$ cat src/hw/rtl/rhd_pkg.sv
// Shared types and constants for the RTP H.264 depacketizer.
package rhd_pkg;

  localparam int ADDR_BITS  = 20;
  localparam int CFG_BITS   = 20;
  localparam int OUT_ADDR_BITS = 20;
  localparam int CMP_BITS   = (ADDR_BITS > CFG_BITS) ? ADDR_BITS : CFG_BITS;
  localparam int SEQ_BITS   = 16;
  localparam int COUNT_BITS = 16;
  localparam int NUM_SLOTS  = 8;

  localparam logic [CFG_BITS-1:0] FRAME_LIMIT_RESET = CFG_BITS'(524288);
  localparam logic [4:0] SINGLE_TYPE_MAX = 5'd23;
  localparam logic [4:0] FU_A_TYPE       = 5'd28;
  localparam logic [4:0] IDR_TYPE        = 5'd5;

  // Fixed slot order of the results one item can cause
  localparam int SLOT_LOSE  = 0;
  localparam int SLOT_DROP  = 1;
  localparam int SLOT_WRITE = 2;
  localparam int SLOT_END   = 6;
  localparam int SLOT_CLEAR = 7;

  typedef enum logic [1:0] {
    EV_WRITE  = 2'd0,
    EV_REWIND = 2'd1,
    EV_READY  = 2'd2,
    EV_ERROR  = 2'd3
  } event_kind_t;

  typedef enum logic [2:0] {
    ST_OK        = 3'd0,
    ST_FORBIDDEN = 3'd1,
    ST_UNKNOWN   = 3'd2,
    ST_TRUNCATED = 3'd3,
    ST_FRAGMENT  = 3'd4,
    ST_OVERFLOW  = 3'd5
  } status_t;

  typedef struct packed {
    event_kind_t          kind;
    logic [7:0]           data;
    logic [ADDR_BITS-1:0] addr;
    status_t              stat;
  } event_t;

  typedef struct packed {
    event_t [NUM_SLOTS-1:0]  slots;
    logic                    intra;
    logic [COUNT_BITS-1:0]   key_count;
    logic [COUNT_BITS-1:0]   lost_count;
  } event_set_t;

endpackage

$ cat src/hw/rtl/rhd_parser.sv
// Packet parser: depacketizer state and the result set for one payload byte.
module rhd_parser (
  input  logic                          clk,
  input  logic                          rst,
  input  logic                          take,
  input  logic [7:0]                    payload_byte,
  input  logic                          first_byte,
  input  logic                          last_byte,
  input  logic [rhd_pkg::SEQ_BITS-1:0]  sequence_number,
  input  logic                          marker_bit,
  input  logic                          cfg_write,
  input  logic [rhd_pkg::CFG_BITS-1:0]  cfg_data,
  output rhd_pkg::event_set_t           ev_set,
  output logic [rhd_pkg::NUM_SLOTS-1:0] ev_mask
);

  typedef enum logic [1:0] {
    POS_IDLE      = 2'd0,
    POS_FU_HEADER = 2'd1,
    POS_PAYLOAD   = 2'd2
  } pos_t;

  logic [rhd_pkg::CFG_BITS-1:0]   max_frame_bytes;
  logic [rhd_pkg::ADDR_BITS-1:0]  write_pointer, write_pointer_next;
  logic [rhd_pkg::ADDR_BITS-1:0]  fragment_start, fragment_start_next;
  logic                           in_fragment, in_fragment_next;
  logic [rhd_pkg::SEQ_BITS-1:0]   fragment_seq, fragment_seq_next;
  logic                           seen_keyframe, seen_keyframe_next;
  logic [rhd_pkg::COUNT_BITS-1:0] key_counter, key_counter_next;
  logic [rhd_pkg::COUNT_BITS-1:0] lost_counter, lost_counter_next;
  pos_t                           byte_position, byte_position_next;
  logic                           packet_dropped, packet_dropped_next;
  logic [7:0]                     indicator_bits, indicator_bits_next;
  logic                           packet_intra, packet_intra_next;

  logic [4:0]                    nal_type;
  logic                          lose, drop, wr_hdr, wr_byte, fin, hdr_ok;
  logic                          lost_inc, frag_open, start_frag;
  rhd_pkg::status_t              drop_code, end_code;
  logic [7:0]                    hdr;
  logic                          end_err, ready, clear;
  logic [rhd_pkg::ADDR_BITS-1:0] wp0, wp_w;

  assign nal_type = payload_byte[4:0];

  always_comb begin
    lose = 1'b0;
    drop = 1'b0;
    drop_code = rhd_pkg::ST_OK;
    wr_hdr = 1'b0;
    wr_byte = 1'b0;
    fin = 1'b0;
    hdr_ok = 1'b0;
    lost_inc = 1'b0;
    start_frag = 1'b0;
    frag_open = in_fragment;
    hdr = payload_byte;
    byte_position_next = byte_position;
    packet_dropped_next = packet_dropped;
    indicator_bits_next = indicator_bits;
    packet_intra_next = packet_intra;
    fragment_seq_next = fragment_seq;

    if (first_byte) begin
      packet_dropped_next = 1'b0;
      packet_intra_next = 1'b0;
      byte_position_next = POS_IDLE;
      indicator_bits_next = payload_byte;
      if (payload_byte[7]) begin
        drop = 1'b1;
        drop_code = rhd_pkg::ST_FORBIDDEN;
      end else begin
        // a non-FU packet abandons the open fragment
        if (in_fragment && nal_type != rhd_pkg::FU_A_TYPE) begin
          lose = 1'b1;
          frag_open = 1'b0;
        end
        if (nal_type >= 5'd1 && nal_type <= rhd_pkg::SINGLE_TYPE_MAX) begin
          packet_intra_next = (nal_type == rhd_pkg::IDR_TYPE);
          wr_hdr = 1'b1;
          byte_position_next = POS_PAYLOAD;
          fin = last_byte;
        end else if (nal_type == rhd_pkg::FU_A_TYPE) begin
          if (last_byte) begin
            drop = 1'b1;
            drop_code = rhd_pkg::ST_TRUNCATED;
          end else begin
            byte_position_next = POS_FU_HEADER;
          end
        end else begin
          drop = 1'b1;
          drop_code = rhd_pkg::ST_UNKNOWN;
        end
      end
    end else if (!packet_dropped && byte_position == POS_FU_HEADER) begin
      hdr = {1'b0, indicator_bits[6:5], payload_byte[4:0]};
      if (payload_byte[7]) begin
        if (in_fragment) begin
          lose = 1'b1;
          drop = 1'b1;
          drop_code = rhd_pkg::ST_FRAGMENT;
        end else begin
          start_frag = 1'b1;
          frag_open = 1'b1;
          packet_intra_next = (nal_type == rhd_pkg::IDR_TYPE);
          wr_hdr = 1'b1;
          hdr_ok = 1'b1;
        end
      end else if (!in_fragment) begin
        lost_inc = 1'b1;
        drop = 1'b1;
        drop_code = rhd_pkg::ST_FRAGMENT;
      end else if (rhd_pkg::SEQ_BITS'(sequence_number - fragment_seq) !=
                   rhd_pkg::SEQ_BITS'(1)) begin
        lose = 1'b1;
        frag_open = 1'b0;
        drop = 1'b1;
        drop_code = rhd_pkg::ST_FRAGMENT;
      end else begin
        hdr_ok = 1'b1;
      end
      if (hdr_ok) begin
        if (payload_byte[6]) begin
          frag_open = 1'b0;
        end
        fragment_seq_next = sequence_number;
        byte_position_next = POS_PAYLOAD;
        fin = last_byte;
      end
    end else if (!packet_dropped && byte_position == POS_PAYLOAD) begin
      wr_byte = 1'b1;
      fin = last_byte;
    end

    if (drop) begin
      packet_dropped_next = 1'b1;
      byte_position_next = POS_IDLE;
    end
    if (last_byte) begin
      byte_position_next = POS_IDLE;
    end
  end

  // Addresses and end-of-packet handling
  always_comb begin
    wp0 = lose ? fragment_start : write_pointer;
    if (wr_hdr) begin
      wp_w = wp0 + rhd_pkg::ADDR_BITS'(4);
    end else if (wr_byte) begin
      wp_w = wp0 + rhd_pkg::ADDR_BITS'(1);
    end else begin
      wp_w = wp0;
    end
    seen_keyframe_next = seen_keyframe | (fin & packet_intra_next);
    key_counter_next = key_counter + rhd_pkg::COUNT_BITS'(fin & packet_intra_next);
    lost_counter_next = lost_counter + rhd_pkg::COUNT_BITS'(lose | lost_inc);
    end_err = 1'b0;
    ready = 1'b0;
    clear = 1'b0;
    end_code = rhd_pkg::ST_OK;
    if (fin) begin
      if (!marker_bit) begin
        if (rhd_pkg::CMP_BITS'(wp_w) > rhd_pkg::CMP_BITS'(max_frame_bytes)) begin
          end_err = 1'b1;
          end_code = rhd_pkg::ST_OVERFLOW;
          clear = 1'b1;
        end
      end else begin
        clear = 1'b1;
        if (frag_open) begin
          end_err = 1'b1;
          end_code = rhd_pkg::ST_FRAGMENT;
        end else if (seen_keyframe_next) begin
          ready = 1'b1;
        end
      end
    end
    write_pointer_next = clear ? '0 : wp_w;
    in_fragment_next = clear ? 1'b0 : frag_open;
    fragment_start_next = start_frag ? write_pointer : fragment_start;
  end

  // Assemble the result slots
  always_comb begin
    ev_set = '0;
    ev_set.slots[rhd_pkg::SLOT_LOSE].kind = rhd_pkg::EV_REWIND;
    ev_set.slots[rhd_pkg::SLOT_LOSE].addr = fragment_start;
    ev_set.slots[rhd_pkg::SLOT_DROP].kind = rhd_pkg::EV_ERROR;
    ev_set.slots[rhd_pkg::SLOT_DROP].stat = drop_code;
    ev_set.slots[rhd_pkg::SLOT_WRITE].kind = rhd_pkg::EV_WRITE;
    ev_set.slots[rhd_pkg::SLOT_WRITE].data = wr_hdr ? 8'd0 : payload_byte;
    ev_set.slots[rhd_pkg::SLOT_WRITE].addr = wp0;
    ev_set.slots[rhd_pkg::SLOT_WRITE+1].kind = rhd_pkg::EV_WRITE;
    ev_set.slots[rhd_pkg::SLOT_WRITE+1].data = 8'd0;
    ev_set.slots[rhd_pkg::SLOT_WRITE+1].addr = wp0 + rhd_pkg::ADDR_BITS'(1);
    ev_set.slots[rhd_pkg::SLOT_WRITE+2].kind = rhd_pkg::EV_WRITE;
    ev_set.slots[rhd_pkg::SLOT_WRITE+2].data = 8'd1;
    ev_set.slots[rhd_pkg::SLOT_WRITE+2].addr = wp0 + rhd_pkg::ADDR_BITS'(2);
    ev_set.slots[rhd_pkg::SLOT_WRITE+3].kind = rhd_pkg::EV_WRITE;
    ev_set.slots[rhd_pkg::SLOT_WRITE+3].data = hdr;
    ev_set.slots[rhd_pkg::SLOT_WRITE+3].addr = wp0 + rhd_pkg::ADDR_BITS'(3);
    if (end_err) begin
      ev_set.slots[rhd_pkg::SLOT_END].kind = rhd_pkg::EV_ERROR;
      ev_set.slots[rhd_pkg::SLOT_END].stat = end_code;
    end else begin
      ev_set.slots[rhd_pkg::SLOT_END].kind = rhd_pkg::EV_READY;
      ev_set.slots[rhd_pkg::SLOT_END].addr = wp_w;
    end
    ev_set.slots[rhd_pkg::SLOT_CLEAR].kind = rhd_pkg::EV_REWIND;
    ev_set.intra = packet_intra_next;
    ev_set.key_count = key_counter_next;
    ev_set.lost_count = lost_counter_next;

    ev_mask = '0;
    ev_mask[rhd_pkg::SLOT_LOSE] = lose;
    ev_mask[rhd_pkg::SLOT_DROP] = drop;
    ev_mask[rhd_pkg::SLOT_WRITE] = wr_hdr | wr_byte;
    ev_mask[rhd_pkg::SLOT_WRITE+1] = wr_hdr;
    ev_mask[rhd_pkg::SLOT_WRITE+2] = wr_hdr;
    ev_mask[rhd_pkg::SLOT_WRITE+3] = wr_hdr;
    ev_mask[rhd_pkg::SLOT_END] = end_err | ready;
    ev_mask[rhd_pkg::SLOT_CLEAR] = clear;
  end

  always_ff @(posedge clk) begin
    if (rst) begin
      max_frame_bytes <= rhd_pkg::FRAME_LIMIT_RESET;
      write_pointer <= '0;
      fragment_start <= '0;
      in_fragment <= 1'b0;
      fragment_seq <= '0;
      seen_keyframe <= 1'b0;
      key_counter <= '0;
      lost_counter <= '0;
      byte_position <= POS_IDLE;
      packet_dropped <= 1'b0;
      indicator_bits <= '0;
      packet_intra <= 1'b0;
    end else begin
      if (cfg_write) begin
        max_frame_bytes <= cfg_data;
      end
      if (take) begin
        write_pointer <= write_pointer_next;
        fragment_start <= fragment_start_next;
        in_fragment <= in_fragment_next;
        fragment_seq <= fragment_seq_next;
        seen_keyframe <= seen_keyframe_next;
        key_counter <= key_counter_next;
        lost_counter <= lost_counter_next;
        byte_position <= byte_position_next;
        packet_dropped <= packet_dropped_next;
        indicator_bits <= indicator_bits_next;
        packet_intra <= packet_intra_next;
      end
    end
  end

endmodule

$ cat src/hw/rtl/rhd_event_queue.sv
// Result register: holds the result set of one item and hands it out in order.
module rhd_event_queue (
  input  logic                               clk,
  input  logic                               rst,
  input  logic                               in_valid,
  output logic                               in_ready,
  input  rhd_pkg::event_set_t                ev_set,
  input  logic [rhd_pkg::NUM_SLOTS-1:0]      ev_mask,
  output logic                               out_valid,
  input  logic                               out_ready,
  output logic [1:0]                         event_kind,
  output logic [7:0]                         data_byte,
  output logic [rhd_pkg::OUT_ADDR_BITS-1:0]  address,
  output logic [2:0]                         status_code,
  output logic                               packet_keyframe,
  output logic [rhd_pkg::COUNT_BITS-1:0]     keyframe_count,
  output logic [rhd_pkg::COUNT_BITS-1:0]     lost_count,
  output logic                               last_result
);

  rhd_pkg::event_set_t           held;
  logic [rhd_pkg::NUM_SLOTS-1:0] mask;
  logic [rhd_pkg::NUM_SLOTS-1:0] low_bit, rest;
  rhd_pkg::event_t               cur;
  logic                          load, pop;

  assign low_bit = mask & (~mask + rhd_pkg::NUM_SLOTS'(1));
  assign rest = mask & ~low_bit;
  assign out_valid = |mask;
  assign pop = out_valid && out_ready;
  // take a new item when empty or when the last pending result leaves now
  assign in_ready = (mask == '0) || (out_ready && rest == '0);
  assign load = in_valid && in_ready;

  always_comb begin
    cur = '0;
    for (int i = 0; i < rhd_pkg::NUM_SLOTS; i++) begin
      if (low_bit[i]) begin
        cur = cur | held.slots[i];
      end
    end
  end

  assign event_kind = cur.kind;
  assign data_byte = cur.data;
  assign address = rhd_pkg::OUT_ADDR_BITS'(cur.addr);
  assign status_code = cur.stat;
  assign packet_keyframe = held.intra;
  assign keyframe_count = held.key_count;
  assign lost_count = held.lost_count;
  assign last_result = (rest == '0);

  always_ff @(posedge clk) begin
    if (rst) begin
      mask <= '0;
    end else if (load) begin
      mask <= ev_mask;
    end else if (pop) begin
      mask <= rest;
    end
  end

  always_ff @(posedge clk) begin
    if (load) begin
      held <= ev_set;
    end
  end

  a_pop_one: assert property (@(posedge clk) disable iff (rst)
    (pop && !load) |=> ($countones(mask) == $countones($past(mask)) - 1))
    else $error("result set did not shrink by one on a pop");

  a_drop_no_write: assert property (@(posedge clk) disable iff (rst)
    load |=> !(mask[rhd_pkg::SLOT_DROP] && (|mask[rhd_pkg::SLOT_END-1:rhd_pkg::SLOT_WRITE])))
    else $error("dropped packet also writes bytes");

  a_last_frees: assert property (@(posedge clk) disable iff (rst)
    (pop && last_result) |-> in_ready)
    else $error("queue not ready while its last result leaves");

  a_hold_pending: assert property (@(posedge clk) disable iff (rst)
    (out_valid && !out_ready) |=> ($stable(mask) && $stable(held)))
    else $error("pending results changed while stalled");

endmodule

$ cat src/hw/rtl/rtp_h264_depacketizer_unit.sv
// Top level of the RTP H.264 depacketizer (single NAL and FU-A reassembly).
//
// Input channel (in_valid/in_ready) carries one RTP payload byte per item,
// framed by first_byte/last_byte, with the packet's sequence number and
// marker. Output channel (out_valid/out_ready) carries buffer events: byte
// writes with addresses, rewinds, frame-ready and error statuses, each with
// the current keyframe flag and the keyframe and loss counters. last_result
// marks the final event of one input byte; a byte may cause no event at all.
// cfg_write loads max_frame_bytes from cfg_data; write it only while idle.
//
// Latency: the first event of a byte appears the cycle after it is taken.
// Throughput: one byte per cycle while each byte yields at most one event
// (payload bytes) and out_ready is high; a byte with more events holds the
// input until the single result register drains them, one event per ready cycle.
// Up to seven events follow from one byte (rewind, start code, end of frame).
// Reset (rst, synchronous) clears all parser state and counters, empties the
// result register and loads max_frame_bytes with 524288.
// When the receiver stalls, the pending event holds and in_ready stays low
// while any event is pending.
module rtp_h264_depacketizer_unit (
  input  logic                               clk,
  input  logic                               rst,
  input  logic                               in_valid,
  output logic                               in_ready,
  input  logic [7:0]                         payload_byte,
  input  logic                               first_byte,
  input  logic                               last_byte,
  input  logic [15:0]                        sequence_number,
  input  logic                               marker_bit,
  input  logic                               cfg_write,
  input  logic [rhd_pkg::CFG_BITS-1:0]       cfg_data,
  output logic                               out_valid,
  input  logic                               out_ready,
  output logic [1:0]                         event_kind,
  output logic [7:0]                         data_byte,
  output logic [rhd_pkg::OUT_ADDR_BITS-1:0]  address,
  output logic [2:0]                         status_code,
  output logic                               packet_keyframe,
  output logic [15:0]                        keyframe_count,
  output logic [15:0]                        lost_count,
  output logic                               last_result
);

  rhd_pkg::event_set_t           ev_set;
  logic [rhd_pkg::NUM_SLOTS-1:0] ev_mask;
  logic                          take;

  assign take = in_valid && in_ready;

  rhd_parser u_parser (
    .clk             (clk),
    .rst             (rst),
    .take            (take),
    .payload_byte    (payload_byte),
    .first_byte      (first_byte),
    .last_byte       (last_byte),
    .sequence_number (sequence_number),
    .marker_bit      (marker_bit),
    .cfg_write       (cfg_write),
    .cfg_data        (cfg_data),
    .ev_set          (ev_set),
    .ev_mask         (ev_mask)
  );

  rhd_event_queue u_queue (
    .clk             (clk),
    .rst             (rst),
    .in_valid        (in_valid),
    .in_ready        (in_ready),
    .ev_set          (ev_set),
    .ev_mask         (ev_mask),
    .out_valid       (out_valid),
    .out_ready       (out_ready),
    .event_kind      (event_kind),
    .data_byte       (data_byte),
    .address         (address),
    .status_code     (status_code),
    .packet_keyframe (packet_keyframe),
    .keyframe_count  (keyframe_count),
    .lost_count      (lost_count),
    .last_result     (last_result)
  );

endmodule
$ cat config.mk
export PLATFORM = sky130hd
export DESIGN_NAME = rtp_h264_depacketizer_unit
export DESIGN_NICKNAME = d
export VERILOG_FILES = /design/src/hw/rtl/rhd_pkg.sv /design/src/hw/rtl/rhd_parser.sv /design/src/hw/rtl/rhd_event_queue.sv /design/src/hw/rtl/rtp_h264_depacketizer_unit.sv
export SDC_FILE = /design/constraint.sdc
export NUM_CORES = 1
export LEC_CHECK = 0
export ABC_CLOCK_PERIOD_IN_PS = 9800
export BUFFER_PORTS_ARGS = -buffer_cell sky130_fd_sc_hd__buf_2
export CAP_MARGIN = 20
export CELL_PAD_IN_SITES_DETAIL_PLACEMENT = 1
export CELL_PAD_IN_SITES_GLOBAL_PLACEMENT = 2
export CORE_ASPECT_RATIO = 0.8
export CORE_MARGIN = 2
export CORE_UTILIZATION = 39
export CTS_CLUSTER_SIZE = 25
export DETAILED_ROUTE_END_ITERATION = 10
export PLACE_DENSITY = 0.79
export SYNTH_ARGS = -nofsm -noshare
export SYNTH_HDL_FRONTEND = slang
export SYNTH_SLANG_ARGS = --single-unit
$ cat constraint.sdc
create_clock -name clk -period 9.8 [get_ports clk]
set_input_delay 1.47 -clock clk [delete_from_list [all_inputs] [get_ports clk]]
set_output_delay 1.47 -clock clk [all_outputs]
set_load 0.005 [all_outputs]
==> results of run 1 <==
-- power by group through the flow --
stage / sequential [mW] / combinational, mW / clock, mW
CTS: 1.41 / 0.234 / 1.32
floorplan: 1.44 / 0.153 / 0
detailed placement: 1.44 / 0.232 / 0
global placement: 1.44 / 0.227 / 0
global route: 1.42 / 0.256 / 1.36
finish: 1.41 / 0.232 / 1.28
-- kinds of logic (layout without fill, tap and decap cells) --
family                   count (synthesis)  count (layout)
AO/OA/AOI/OAI                          297             297
XOR/XNOR                               104             104
adder cells (fa/ha/maj)                 48              48
buffers and inverters                  193             284
flip-flops                             297             297
multiplexers                            85              85
other                                    0               1
AND/OR/NAND/NOR                        571             571
-- worst max-delay path by stage --
| stage | startpoint | endpoint | slack, ns |
|---|---|---|---|
| finish | sequence_number[0] | u_queue.held[248]$_SDFFCE_PP0P_ | 1.33 |
| global route | sequence_number[0] | u_parser.write_pointer[18]$_SDFFE_PP0P_ | 0.74 |
| CTS | sequence_number[0] | u_queue.held[248]$_SDFFCE_PP0P_ | 1.39 |
| detailed placement | sequence_number[0] | u_queue.held[248]$_SDFFCE_PP0P_ | 0.85 |
| global placement | sequence_number[0] | u_queue.held[241]$_SDFFCE_PP0P_ | 1.11 |
| floorplan | sequence_number[0] | u_parser.write_pointer[15]$_SDFFE_PP0P_ | 1.40 |
-- layout make-up --
class | instances | share of cell area (%)
Clock buffer | 44 | 5.203
Clock inverter | 18 | 1.057
Inverter | 78 | 1.681
Sequential cell | 297 | 42.98
Multi-Input combinational cell | 1105 | 40.87
Antenna cell | 1 | 0.01401
Tap cell | 544 | 3.810
Timing Repair Buffer | 144 | 4.384
-- cells in the final DEF, fill, tap and decap left out, drive strengths merged, types with 5 or more instances in the layout --
| cell type | n |
|---|---|
| o21ai | 47 |
| a211o | 5 |
| nor2b | 13 |
| nand3 | 51 |
| nor2 | 137 |
| a31oi | 10 |
| xor2 | 42 |
| and2 | 31 |
| dfxtp | 124 |
| buf | 144 |
| nor3 | 30 |
| a21o | 13 |
| a21bo | 5 |
| ha | 45 |
| a21oi | 92 |
| nand4 | 23 |
| xnor2 | 62 |
| mux2i | 70 |
| nand2 | 204 |
| mux2 | 15 |
| a21boi | 8 |
| clkinv | 16 |
| and3 | 24 |
| inv | 77 |
| edfxtp | 173 |
| or3 | 15 |
| a221o | 21 |
| clkbuf | 44 |
| nand2b | 12 |
| a222oi | 19 |
| a22o | 15 |
| o31ai | 15 |
-- sequential cells by signal (all words and copies together), names as in the netlist --
name and count:
u_queue.mask 8, u_parser.seen_keyframe 1, u_queue.lost_count 16, u_parser.indicator_bits 2, u_parser.packet_dropped 1, u_parser.write_pointer 20, u_parser.lost_counter 16, u_parser.packet_intra 1
u_parser.byte_position 2, u_parser.key_counter 16, u_queue.packet_keyframe 1, u_parser.fragment_seq 16, u_queue.held 140, u_parser.in_fragment 1, u_queue.keyframe_count 16, u_parser.max_frame_bytes 20
u_parser.fragment_start 20
-- metal layers --
metal | vias up | share of wire, % | GRT usage, %
li1 | 5817 | - | -
met1 | 6164 | 48 | 33.64
met2 | 365 | 43 | 35.11
met3 | 50 | 7.3 | 4.780
met4 | 0 | 1.7 | 5.299
met5 | - | 0 | 0
-- stage by stage --
| step | utilization (%) | total power, mW |
|---|---|---|
| 2_1_floorplan | - | 1.593 |
| 5_1_grt | 44.24 | 3.037 |
| 4_1_cts | 44.22 | 2.964 |
| 3_3_place_gp | 41.45 | 1.663 |
| 6_report | 44.24 | 2.924 |
| 3_5_place_dp | 41.45 | 1.671 |
-- tightest hold or removal path, stage by stage, from the launching register on --
cell and delay, ns:
dfxtp_1 0.31, nand2_1 0.05, a21oi_1 0.05
==> summary.md, run 1 <==
| Metric | Value |
|---|---|
| Status | `complete, no violations` |
| RSZ-0062 raised after global routing | `false` |
| Cell internal pwr | `2.219 mW` |
| CTS buffer count | `34` |
| Worst setup margin | `1.334 ns` |
| Placed insts | `between 2,000 and 2,500` |
| Hold WS | `0.4626 ns` |
| Antenna violations before repair | `1` |
| Largest net degree at the start of global routing | `98` |
| CTS tree | `built` |
| Clk sink count | `297` |
| Tcrit/Tclk final | `86.39%` |
| Reg2Reg Capture Point | `u_queue.held[248]$_SDFFCE_PP0P_` |
| Switching power | `a little over 700 uW` |
| Part of the power in registers | `between 40% and 50%` |
| Clock network power share | `around 44%` |
| Worst EP arrival | `~9 ns` |
| Remaining antenna violation count after routing | `0` |
| Sw Ratio | `between 20% and 30%` |
| Yosys reg bits | `approximately 300` |
| CP Depth | `32` |
| Post-place instance area | `about 17,000 sq um` |
| PortBufs | `120` |
| Reg area | `~7700 sq um` |
| Residual DRC | `0` |
| Final Hold Viols | `0` |
| Cell Area, Synth | `approximately 16,000 sq um` |
| Die W | `between 200 and 250 microns` |
| Register-to-Register Path Depth | `30` |
| Maxcap violations | `0` |
| Hold_buf cts | `0` |
| Skew final | `just over 0.02 ns` |
| Starting DRT DRC Count | `a little under 1,000` |
| Slew headroom | `27.80%` |
| Simple-Gate Fraction of Synth Area | `approximately 17%` |
| Fmax | `118.1 MHz` |
| Routed WL per cell | `approximately 22 microns` |
| Area of the multi-input gates | `7302 sq um` |
| Worst skew pair latency | `about 0.54 ns` |
| Kind of critical path | `input port to flop` |
| Final net count | `1,758` |
| Post-synth net total | `1,693` |
| TNS Setup | `0 ns` |
| CTS clock-pin slew for the worst setup and hold paths | `around 0.06 ns` |
| Synth top area share | `roughly a third` |
| Full die area | `about 42,000 sq um` |
| Library cells used by synthesis | `92` |
| Placeable core region | `between 40,000 and 50,000 sq um` |
| Die Y | `approximately 180 microns` |
| Period minus WS final | `~8.5 ns` |
| Worst path max stage delay | `0.53 ns` |
| Detailed placement HPWL | `between 30,000 and 40,000 microns` |
| Hold Path Depth | `2` |
| Share of cells above drive strength 1 | `15.07%` |
| CTS root buf | `clkbuf_16` |
| Crit path required time | `roughly 10 ns` |
| Critical path's slowest cell | `or4_1` |
| Multiplexer share of the synthesized area | `5.971%` |
| Synth cell count leaders | `nand2_1, edfxtp_1, nor2_1` |
| DRT Wirelength | `slightly below 50,000 microns` |
| Crit start category | `input port` |
| Largest area contributor in the netlist | `edfxtp_1` |
| Gr usage total | `23.11%` |
| Routability Congestion | `0.8906` |
| Reg2Reg Setup Slack | `around 2.1 ns` |
| Combinational family with the most area after synthesis | `simple AND/OR/NAND/NOR gates` |
| Synthesis Warnings | `0` |
| Synth Area in Compound Gates | `between 10% and 20%` |
| EDFF count, synth | `173` |
| Avg Cell Area, Syn | `roughly 9.9 sq um` |
| Worst vdd ir | `between 0.07 and 0.08 mV` |
| Pre-CTS setup slack | `0.8528 ns` |
| LEAKAGE | `between 6 and 7 nW` |
| Synth area leaders | `edfxtp_1, dfxtp_1, nand2_1` |
| Maximum fanout along the worst path | `14` |
| Hold path startpoint | `u_parser.indicator_bits[6]$_SDFFE_PP0P_` |
| Xor/xnor cell area share of the yosys netlist | `between 5 and 6%` |
| Critical path buffers and inverters | `7` |
| Post-CTS sizing | `0` |
| First-pass GRT wire length | `~75,000 microns` |
| Bufs on Longest Clock Path | `3` |
| Most frequent cell after synthesis | `nand2_1` |
| Hold endpoint | `u_parser.indicator_bits[6]$_SDFFE_PP0P_` |
| Fin cells | `2,231` |
| First-pass DRT Iterations | `5` |
| Vias/cell | `around 5.6` |
| Via count | `between 10,000 and 15,000` |
| Mapped Cells | `1,595` |
| Layout area overhead | `12.62%` |
| Hold Path Class | `flop to flop` |
| Asr flop ratio synth | `0%` |
| Pwr dens | `163.7 nW/um^2` |
| GR Overflow Total | `0` |
| Final instance area | `about 18,000 sq um` |
| Critical R2R Launch | `u_parser.fragment_seq[1]$_SDFFE_PP0P_` |
| Cell Rows | `66` |
| Slew Viols, Final | `0` |
| Crit. End Element | `flop` |
| Post-CTS Setup Bufs | `0` |
| Initial Util | `slightly below 40%` |
| Top_reg_cell synth | `edfxtp_1` |
| Setup Viol. Count Final | `0` |
| Worst slew pin tran | `1.080 ns` |
| Vias in the first global route | `about 12,000` |
| Logic pwr share | `around 7.9%` |
| Post-synthesis adder-cell area fraction | `around 3.8%` |
| Register area share after synthesis | `around half` |
| H-tree Lvls | `2` |
| Crit path max-delay family | `simple AND/OR/NAND/NOR gates` |
| # IOs | `121` |
| Fill count | `between 4,000 and 5,000` |
No activity file was read; power rests on OpenSTA's default activity.
==> run 2: changes to the inputs <==
MAX_ROUTING_LAYER = met4   (was default)
==> summary.md, run 2 (synthesis gave the netlist of run 1 again) <==
| Metric | Value |
|---|---|
| Status | `complete, no violations (unchanged)` |
| Placed insts | `2,167 (unchanged)` |
| Crit path max-delay family | `simple AND/OR/NAND/NOR gates (unchanged)` |
| First-pass DRT Iterations | `5 (unchanged)` |
| Detailed placement HPWL | `35,750 microns (unchanged)` |
| CTS clock-pin slew for the worst setup and hold paths | `0.06 ns (about the same)` |
| CTS buffer count | `34 (unchanged)` |
| Clk sink count | `297 (unchanged)` |
| Sw Ratio | `24.12% (about the same)` |
| Vias in the first global route | `12,440 (about the same)` |
| Crit path required time | `10.15 ns (about the same)` |
| Crit. End Element | `flop (unchanged)` |
| Reg2Reg Capture Point | `u_queue.held[248]$_SDFFCE_PP0P_ (unchanged)` |
| Post-CTS Setup Bufs | `0 (unchanged)` |
| Worst skew pair latency | `0.53 ns (was 0.54 ns)` |
| Fmax | `118.0 MHz (was 118.1 MHz)` |
| Period minus WS final | `8.472 ns (was 8.466 ns)` |
| # IOs | `121 (unchanged)` |
| Post-layout util | `44.24% (unchanged)` |
| GR Overflow Total | `0 (unchanged)` |
| Vias/cell | `5.579 (was 5.556)` |
| Post-CTS sizing | `0 (unchanged)` |
| Residual DRC | `0 (unchanged)` |
| Full die area | `42,320 sq um (unchanged)` |
| Cell Rows | `66 (unchanged)` |
| Kind of critical path | `input port to flop (unchanged)` |
| Routed WL per cell | `21.95 microns (was 21.98 microns)` |
| Fin cells | `2,231 (unchanged)` |
| Die Y | `184.4 microns (unchanged)` |
| Maximum fanout along the worst path | `14 (unchanged)` |
| CTS tree | `built (unchanged)` |
| Setup Viol. Count Final | `0 (unchanged)` |
| Worst vdd ir | `0.07487 mV (was 0.07490 mV)` |
| Hold endpoint | `u_parser.indicator_bits[6]$_SDFFE_PP0P_ (unchanged)` |
| Register-to-Register Path Depth | `31 (was 30)` |
| Critical R2R Launch | `u_parser.fragment_seq[0]$_SDFFE_PP0P_ (was u_parser.fragment_seq[1]$_SDFFE_PP0P_)` |
| Critical path buffers and inverters | `7 (unchanged)` |
| Routability Congestion | `0.9067 (was 0.8906)` |
| Hold path startpoint | `u_parser.indicator_bits[6]$_SDFFE_PP0P_ (unchanged)` |
| Final net count | `1,758 (unchanged)` |
| Critical path's slowest cell | `o21a_2 (was or4_1)` |
| Starting DRT DRC Count | `1,036 (was 971)` |
| Initial Util | `39.29% (unchanged)` |
| Die W | `229.5 microns (unchanged)` |
| Fill count | `4,506 (was 4,504)` |
| Hold Path Depth | `2 (unchanged)` |
| Worst EP arrival | `8.82 ns (about the same)` |
| Share of cells above drive strength 1 | `15.07% (unchanged)` |
| TNS Setup | `0 ns (unchanged)` |
| DRT Wirelength | `48,970 microns (was 49,030 microns)` |
| Bufs on Longest Clock Path | `3 (unchanged)` |
| Slew Viols, Final | `0 (unchanged)` |
| First-pass GRT wire length | `75,100 microns (was 75,170 microns)` |
| Part of the power in registers | `48.3% (about the same)` |
| Placeable core region | `40,380 sq um (unchanged)` |
| Gr usage total | `23.80% (was 23.11%)` |
| PortBufs | `120 (unchanged)` |
| Skew final | `0.02000 ns (was 0.02069 ns)` |
| Most frequent cells in the layout | `nand2_1, edfxtp_1, nor2_1 (unchanged)` |
| Tcrit/Tclk final | `86.45% (was 86.39%)` |
| Remaining antenna violation count after routing | `0 (unchanged)` |
| LEAKAGE | `6.945 nW (unchanged)` |
| Worst path max stage delay | `0.46 ns (was 0.53 ns)` |
| H-tree Lvls | `2 (unchanged)` |
| Switching power | `705.3 uW (was 705.2 uW)` |
| Pwr dens | `163.7 nW/um^2 (about the same)` |
| CTS root buf | `clkbuf_16 (unchanged)` |
| Slew headroom | `28.11% (was 27.80%)` |
| Logic pwr share | `7.9% (about the same)` |
| Hold_buf cts | `0 (unchanged)` |
| Clock network power share | `43.8% (about the same)` |
| Hold Path Class | `flop to flop (unchanged)` |
| Cell internal pwr | `2.219 mW (about the same)` |
| Maxcap violations | `0 (unchanged)` |
| Largest net degree at the start of global routing | `98 (unchanged)` |
| Worst slew pin tran | `1.075 ns (was 1.080 ns)` |
| Final Hold Viols | `0 (unchanged)` |
| Biggest register | `u_queue.held (unchanged)` |
| Layout area overhead | `12.62% (unchanged)` |
| RSZ-0062 raised after global routing | `false (unchanged)` |
| Reg2Reg Setup Slack | `2.11 ns (was 2.10 ns)` |
| Reg area | `7679 sq um (unchanged)` |
| Area of the multi-input gates | `7302 sq um (unchanged)` |
| Antenna violations before repair | `1 (unchanged)` |
| Via count | `12,450 (was 12,400)` |
| Max reg flops | `140 (unchanged)` |
| Crit start category | `input port (unchanged)` |
| Commonest non-fill, non-tap cell in the layout | `nand2_1 (unchanged)` |
## run 2: cell counts in the layout (fill, tap and decap cells not counted)
No cell type changed its count.
## run 2: cell type report
type	count	area share (%)
clock buffers	44	5.203
well taps	544	3.810
flip-flops and latches	297	42.98
inverters	78	1.681
clock inverters	18	1.057
diodes	1	0.01401
repair buffers	144	4.384
multi-input cells	1105	40.87
## run 2: tightest hold or removal path: stages (launching register included)
cell	delay (ns)
dfxtp_1	0.31
nand2_1	0.05
a21oi_1	0.05
## run 2: worst max-delay path by stage
| stage | from | slack [ns] | end | cells after the start |
|---|---|---|---|---|
| 2_1_floorplan | sequence_number[0] | 1.40 | u_parser.write_pointer[15]$_SDFFE_PP0P_ | 34 |
| 3_3_place_gp | sequence_number[0] | 1.11 | u_queue.held[241]$_SDFFCE_PP0P_ | 32 |
| 3_5_place_dp | sequence_number[0] | 0.85 | u_queue.held[248]$_SDFFCE_PP0P_ | 32 |
| 4_1_cts | sequence_number[0] | 1.39 | u_queue.held[248]$_SDFFCE_PP0P_ | 32 |
| 5_1_grt | sequence_number[0] | 0.74 | u_parser.write_pointer[18]$_SDFFE_PP0P_ | 31 |
| 6_report | sequence_number[0] | 1.33 | u_queue.held[248]$_SDFFCE_PP0P_ | 33 |
## run 2: metrics by stage
stage | hold WS (ns) | setup WS (ns) | power [mW] | cell area (sq um)
2_1_floorplan | 0.4064 | 1.400 | 1.593 | 15860
3_3_place_gp | 0.4436 | 1.109 | 1.663 | 16740
3_5_place_dp | 0.4597 | 0.8528 | 1.671 | 16740
4_1_cts | 0.4685 | 1.394 | 2.964 | 17860
5_1_grt | 0.4913 | 0.7386 | 3.037 | 17870
6_report | 0.4628 | 1.328 | 2.924 | 17870
## run 2: power groups by stage
stage / Combinational (mW) / Clock [mW] / Sequential [mW]
after floorplan: 0.153 / 0 / 1.44
after global placement: 0.227 / 0 / 1.44
after detailed placement: 0.232 / 0 / 1.44
after CTS: 0.234 / 1.32 / 1.41
after global routing: 0.256 / 1.36 / 1.42
final: 0.232 / 1.28 / 1.41
## run 2: per-layer routing
metal / vias up / GRT usage (%) / wire length, microns
met3: 56 / 4.858 / 3727
met5: - / - / 0
met2: 383 / 34.98 / 21170
met1: 6186 / 33.63 / 23210
met4: 0 / 5.455 / 865
li1: 5822 / - / -
